File: src/hw/rtl/wave_equation_stencil_update_assert.svh
// Assertion macros for the wave stencil update block.
// Used by the top level only; needs clk and rst_n in scope.
`ifndef WAVE_EQUATION_STENCIL_UPDATE_ASSERT_SVH
`define WAVE_EQUATION_STENCIL_UPDATE_ASSERT_SVH

// same-cycle implication
`define WES_ASSERT_NOW(label, ante, cons, msg) \
  label: assert property (@(posedge clk) disable iff (!rst_n) (ante) |-> (cons)) \
    else $error(msg);

// next-cycle implication
`define WES_ASSERT_NEXT(label, ante, cons, msg) \
  label: assert property (@(posedge clk) disable iff (!rst_n) (ante) |=> (cons)) \
    else $error(msg);

`endif

File: src/hw/rtl/wes_pkg.sv
// Shared types and constants of the wave stencil update block.
// No dependencies.
`default_nettype none
package wes_pkg;
  localparam int MAX_COLS_DEF = 1024;
  localparam int SPEED_FRAC = 16;
  localparam int COEF_FRAC = 24;

  localparam logic [1:0] REG_GRID_COLS = 2'd0;
  localparam logic [1:0] REG_GRID_ROWS = 2'd1;
  localparam logic [1:0] REG_COEF_X = 2'd2;
  localparam logic [1:0] REG_COEF_Y = 2'd3;

  // sequencer steps
  localparam logic [3:0] ST_IDLE = 4'd0;
  localparam logic [3:0] ST_R0 = 4'd1;
  localparam logic [3:0] ST_R1 = 4'd2;
  localparam logic [3:0] ST_R2 = 4'd3;
  localparam logic [3:0] ST_R3 = 4'd4;
  localparam logic [3:0] ST_R4 = 4'd5;
  localparam logic [3:0] ST_LB = 4'd6;
  localparam logic [3:0] ST_MUL = 4'd7;
  localparam logic [3:0] ST_ACC = 4'd8;
  localparam logic [3:0] ST_MUL2 = 4'd9;
  localparam logic [3:0] ST_LAP = 4'd10;
  localparam logic [3:0] ST_FIN = 4'd11;

  typedef struct packed {
    logic signed [31:0] field_now;
    logic [15:0] speed_sq;
    logic signed [31:0] field_old;
    logic signed [31:0] inject;
  } in_item_t;

  typedef struct packed {
    logic signed [31:0] field_new;
    logic [30:0] abs_max;
    logic frame_end;
  } out_item_t;

  typedef struct packed {
    logic load;
    logic [3:0] step;
    logic done;
  } cmd_t;

  typedef struct packed {
    logic fin_ok;
  } stat_t;
endpackage
`default_nettype wire

File: src/hw/rtl/wes_ctrl.sv
// Sequencer of the wave stencil update block.
// Depends on wes_pkg.
`default_nettype none
module wes_ctrl import wes_pkg::*; (
  input  wire logic clk,
  input  wire logic rst_n,
  input  wire logic in_valid,
  output logic      in_stall,
  output cmd_t      cmd,
  input  stat_t     stat
);
  logic [3:0] state_r, state_nxt;

  always_comb begin
    state_nxt = state_r;
    case (state_r)
      ST_IDLE: if (in_valid) state_nxt = ST_R0;
      ST_R0: state_nxt = ST_R1;
      ST_R1: state_nxt = ST_R2;
      ST_R2: state_nxt = ST_R3;
      ST_R3: state_nxt = ST_R4;
      ST_R4: state_nxt = ST_LB;
      ST_LB: state_nxt = ST_MUL;
      ST_MUL: state_nxt = ST_ACC;
      ST_ACC: state_nxt = ST_MUL2;
      ST_MUL2: state_nxt = ST_LAP;
      ST_LAP: state_nxt = ST_FIN;
      ST_FIN: if (stat.fin_ok) state_nxt = ST_IDLE;
      default: state_nxt = ST_IDLE;
    endcase
  end

  always_ff @(posedge clk) begin
    if (!rst_n) state_r <= ST_IDLE;
    else state_r <= state_nxt;
  end

  assign in_stall = (state_r != ST_IDLE);
  assign cmd.load = (state_r == ST_IDLE) && in_valid;
  assign cmd.step = state_r;
  assign cmd.done = (state_r == ST_FIN) && stat.fin_ok;
endmodule
`default_nettype wire

File: config.mk
export PLATFORM = sky130hd
export DESIGN_NAME = wes_ctrl
export DESIGN_NICKNAME = d
export VERILOG_FILES = /design/src/hw/rtl/wave_equation_stencil_update_assert.svh /design/src/hw/rtl/wes_pkg.sv /design/src/hw/rtl/wes_ctrl.sv
export SDC_FILE = /design/constraint.sdc
export NUM_CORES = 1
export LEC_CHECK = 0
export ABC_AREA = 1
export BUFFER_PORTS_ARGS = -buffer_cell sky130_fd_sc_hd__clkbuf_2
export CAP_MARGIN = 0
export CORE_AREA = 3 3 40 42
export CTS_BUF_LIST = sky130_fd_sc_hd__clkbuf_8
export CTS_CLUSTER_SIZE = 40
export DETAILED_ROUTE_END_ITERATION = 10
export DIE_AREA = 0 0 43 45
export PLACE_DENSITY_LB_ADDON = 0.12
export SKIP_CTS_REPAIR_TIMING = 1
export SYNTH_ARGS = -nofsm -noshare
export SYNTH_HDL_FRONTEND = slang
export SYNTH_SLANG_ARGS = --single-unit
File: constraint.sdc
create_clock -name clk -period 2.9 [get_ports clk]
set_input_delay 0.58 -clock clk [delete_from_list [all_inputs] [get_ports clk]]
set_output_delay 0.58 -clock clk [all_outputs]
set_load 0.01 [all_outputs]
Word level (Yosys, flattened, before mapping)
Cells that the tools add are included.
Word-level totals
  output and inout port bits: 7
  register bits after elaboration: 4
Operators by class
  eq/ne operators: 13
  multiplexer cells: 3
  reduce and logical (&&, ||, !) cells: 5
Operators with widths (count)
  $pmux W4 S12: 1
  $eq A4 B3 Y1 const B: 4
  $eq A4 B4 Y1 const B: 4
  $eq A4 B2 Y1 const B: 2
  $mux W4: 2
  $eq A4 B1 Y1 const B: 1
  $logic_not A4 Y1: 1
  $ne A2 B2 Y1 const B: 2
  $reduce_bool A4 Y1: 1
  $logic_and A1 B1 Y1: 2
  $reduce_and A2 Y1: 1

Longest topological paths before layout
  depth after elaboration: 3
  gate-level depth with buffers: 7
  depth with buffers taken out: 7

Worst setup path after synthesis
OpenSTA, ideal clock, no wires.
  path type: input to output
  from: input stat
  to: output cmd[0] in the netlist's numbering
  cell stages on the path: 2
  arrival: 928 ps
  setup slack: 1392 ps
  required time: 2320 ps
  path through: inv_1 -> nor3_1
RTL lines
  start, declared: line wes_ctrl.sv:10  | input stat_t stat
  end, declared: line wes_ctrl.sv:9  | output cmd_t cmd,

==> impl_metrics.yaml <==
setup_path:
  path_depth: 3
  cp.required_ns: 2.32
  reg2regPathDepth: 5
  arrival_ns: 1.12
  cp_top_family: "flip-flops"
  critPathBufInv: 1
  cp_slowest_cell: "dfxtp_1"
  path_class: "flop to output pin"
  worst_path_largest_cell_delay_ns: 0.44
  end_kind: "output pin"
  crit_path_start_kind: "flop"
  critical_path.cell_chain: "nand2_4, nor3_1, clkbuf_2"
  rr_startpoint: "state_r[0]"
  r2r_slack_ns: 1.85
  cp_max_fo: 7
  r2r-end: "state_r[2]"
timing:
  finalSetupTns_ns: 0
  slew_violations: 0
  min_period_ns: 1.70
  fin_crit_sh_pct: 58.6
  hold_viol: 0
  finalClockSkew_ns: 0.00673
  worst_slack_ns: 1.20
  rsz0062_at_grt: "false"
  holdWs_ns: 0.595
  worstMarginPinSlew_ns: 0.251
  setup_viol: 0
  fmax_mhz: 589
  slew_headroom_pct: 83.2
placement:
  portBuffers: 10
  globalplace.congestion: 0.745
  post_dp_cell_area_sq_um: 364
  hpwlAfterDp_microns: 549
  place_ws_ns: 1.26
hold_path:
  hold_path.class: "input port to flop"
  hold_path_end: "state_r[3]"
  min_path_cells: 3
  min_from: "rst_n"
clock_tree:
  cts_sinks: 4
  clockRootBuffer: "clkbuf_8"
  htree_levels: 1
  clock_path_buffers: 2
  clk_latency_ns: 0.22
  cts_buffers: 3
  cts_tree: "done"
  clk_pin_slew_ns: 0.04
global_route:
  antenna_found_initial: 0
  grt_usage_pct: 9.91
  grt_pass1_vias: 327
  grt_pass1_wl_microns: 1360
  grt-ovfl-total: 0
  grt_start_max_net_pins: 8
floorplan:
  design.portCount: 11
  initial_core_util_pct: 23.0
  die_h_microns: 45
  dieArea_sq_um: 1940
  die_width_microns: 43
  core_sq_um: 1280
  rows: 13
cells_and_area:
  nFillCells: 143
  nets: 63
  diodes: 0
  synthToLayoutAreaGrowth_pct: 37.3
  top_register: "state_r"
  drive_above_1_share_pct: 40.4
  reg_top3: "state_r: 4 flops"
  fin_util_pct: 31.5
  largest_register_ffs: 4
  fin_area_sq_um: 405
synth:
  synth.yosys.seq_area_share_pct: 27.1
  ys_types: 17
  synth-seq-cells: 4
  synth_nets: 48
  ys_warn_count: 0
  synthCells: 44
  syn_avg_cell_area_sq_um: 6.71
  syn_area_sq_um: 295
route:
  drt-total-wl_microns: 763
  firstDrtPassIters: 2
  wire_per_inst_microns: 10.6
  ant_nets: 0
  drc_errors: 0
  num_vias: 312
  post_drt_via_cell_ratio: 4.33
  first_iter_violations: 12
pwr:
  power_density_nw_per_um2: 559
  p_leak_uw: 0.000210
  peakVddDrop_mv: 0.268
status:
  status: "completed"
job:
  drv_cap: 0
-- how the worst max path moves through the flow --
stage / to / startpoint
6_report: cmd[0] / state_r[0]
5_1_grt: cmd[5] / state_r[0]
4_1_cts: cmd[0] / state_r[0]
3_5_place_dp: cmd[0] / stat
3_3_place_gp: cmd[0] / stat
2_1_floorplan: cmd[0] / stat
-- metal layers --
layer | vias to the layer above | global-route usage, % | wire length (microns)
li1 | 165 | - | -
met1 | 132 | 11.6 | 339
met2 | 11 | 15.0 | 354
met3 | 4 | 2.39 | 43
met4 | 0 | 9.04 | 26
met5 | - | 0 | 0
-- layout make-up --
cell class	instances	area, sq um	share of cell area, %
Multi-Input combinational cell	32	185	45.7
Sequential cell	4	80.1	19.8
Timing Repair Buffer	10	50.0	12.3
Clock buffer	3	41.3	10.2
Inverter	8	30.0	7.41
Tap cell	15	18.8	4.63
-- metrics by stage --
step / power (uW) / instances
after floorplan: 93.6 / 44
after global placement: 109 / 69
after detailed placement: 109 / 69
after CTS: 229 / 72
after global routing: 239 / 72
final: 227 / 72
-- logic make-up after synthesis --
kind of cell    Yosys count  synth area share (%)
compound gates            6                  11.9
simple gates             26                  50.8
buf+inv                   8                  10.2
flops                     4                  27.1
-- tightest hold or removal path, cell delays in order --
cell	delay (ns)
clkbuf_2	0.11
nand2_1	0.05
inv_1	0.05
-- report_power, final --
group          leakage (uW)  internal, uW  switching, uW  total (uW)
registers         0.0000328          59.4           7.14        66.5
logic              0.000155          16.3           25.7        42.0
clock network     0.0000216          88.6           29.7         118
-- layout by cell type, fill, tap and decap left out --
cell      synthesis  layout
a21oi_1           2       2
nand2_4           2       2
nor3_2            1       1
nor3_1            1       1
nor2_4            1       1
clkbuf_2          0      10
nand2_2           2       2
nor2_2            1       1
o21bai_1          1       1
nand2_1           5       5
nand3_2           2       2
clkbuf_8          0       3
dfxtp_1           4       4
inv_2             1       1
nor2_1            9       9
inv_1             7       7
nand3_1           2       2
o211ai_1          1       1
o21ai_1           2       2
-- cell usage after synthesis --
master,n,area (sq um)
nand3_1,2,10.0
inv_1,7,26.3
nand2_1,5,18.8
nor2_4,1,11.3
nor3_2,1,10.0
o21ai_1,2,10.0
o211ai_1,1,7.51
nand2_4,2,22.5
inv_2,1,3.75
o21bai_1,1,7.51
nor2_2,1,6.26
dfxtp_1,4,80.1
nor2_1,9,33.8
a21oi_1,2,10.0
nand3_2,2,20.0
nand2_2,2,12.5
nor3_1,1,5.00
Note: power is estimated with default switching activity, not from simulation.
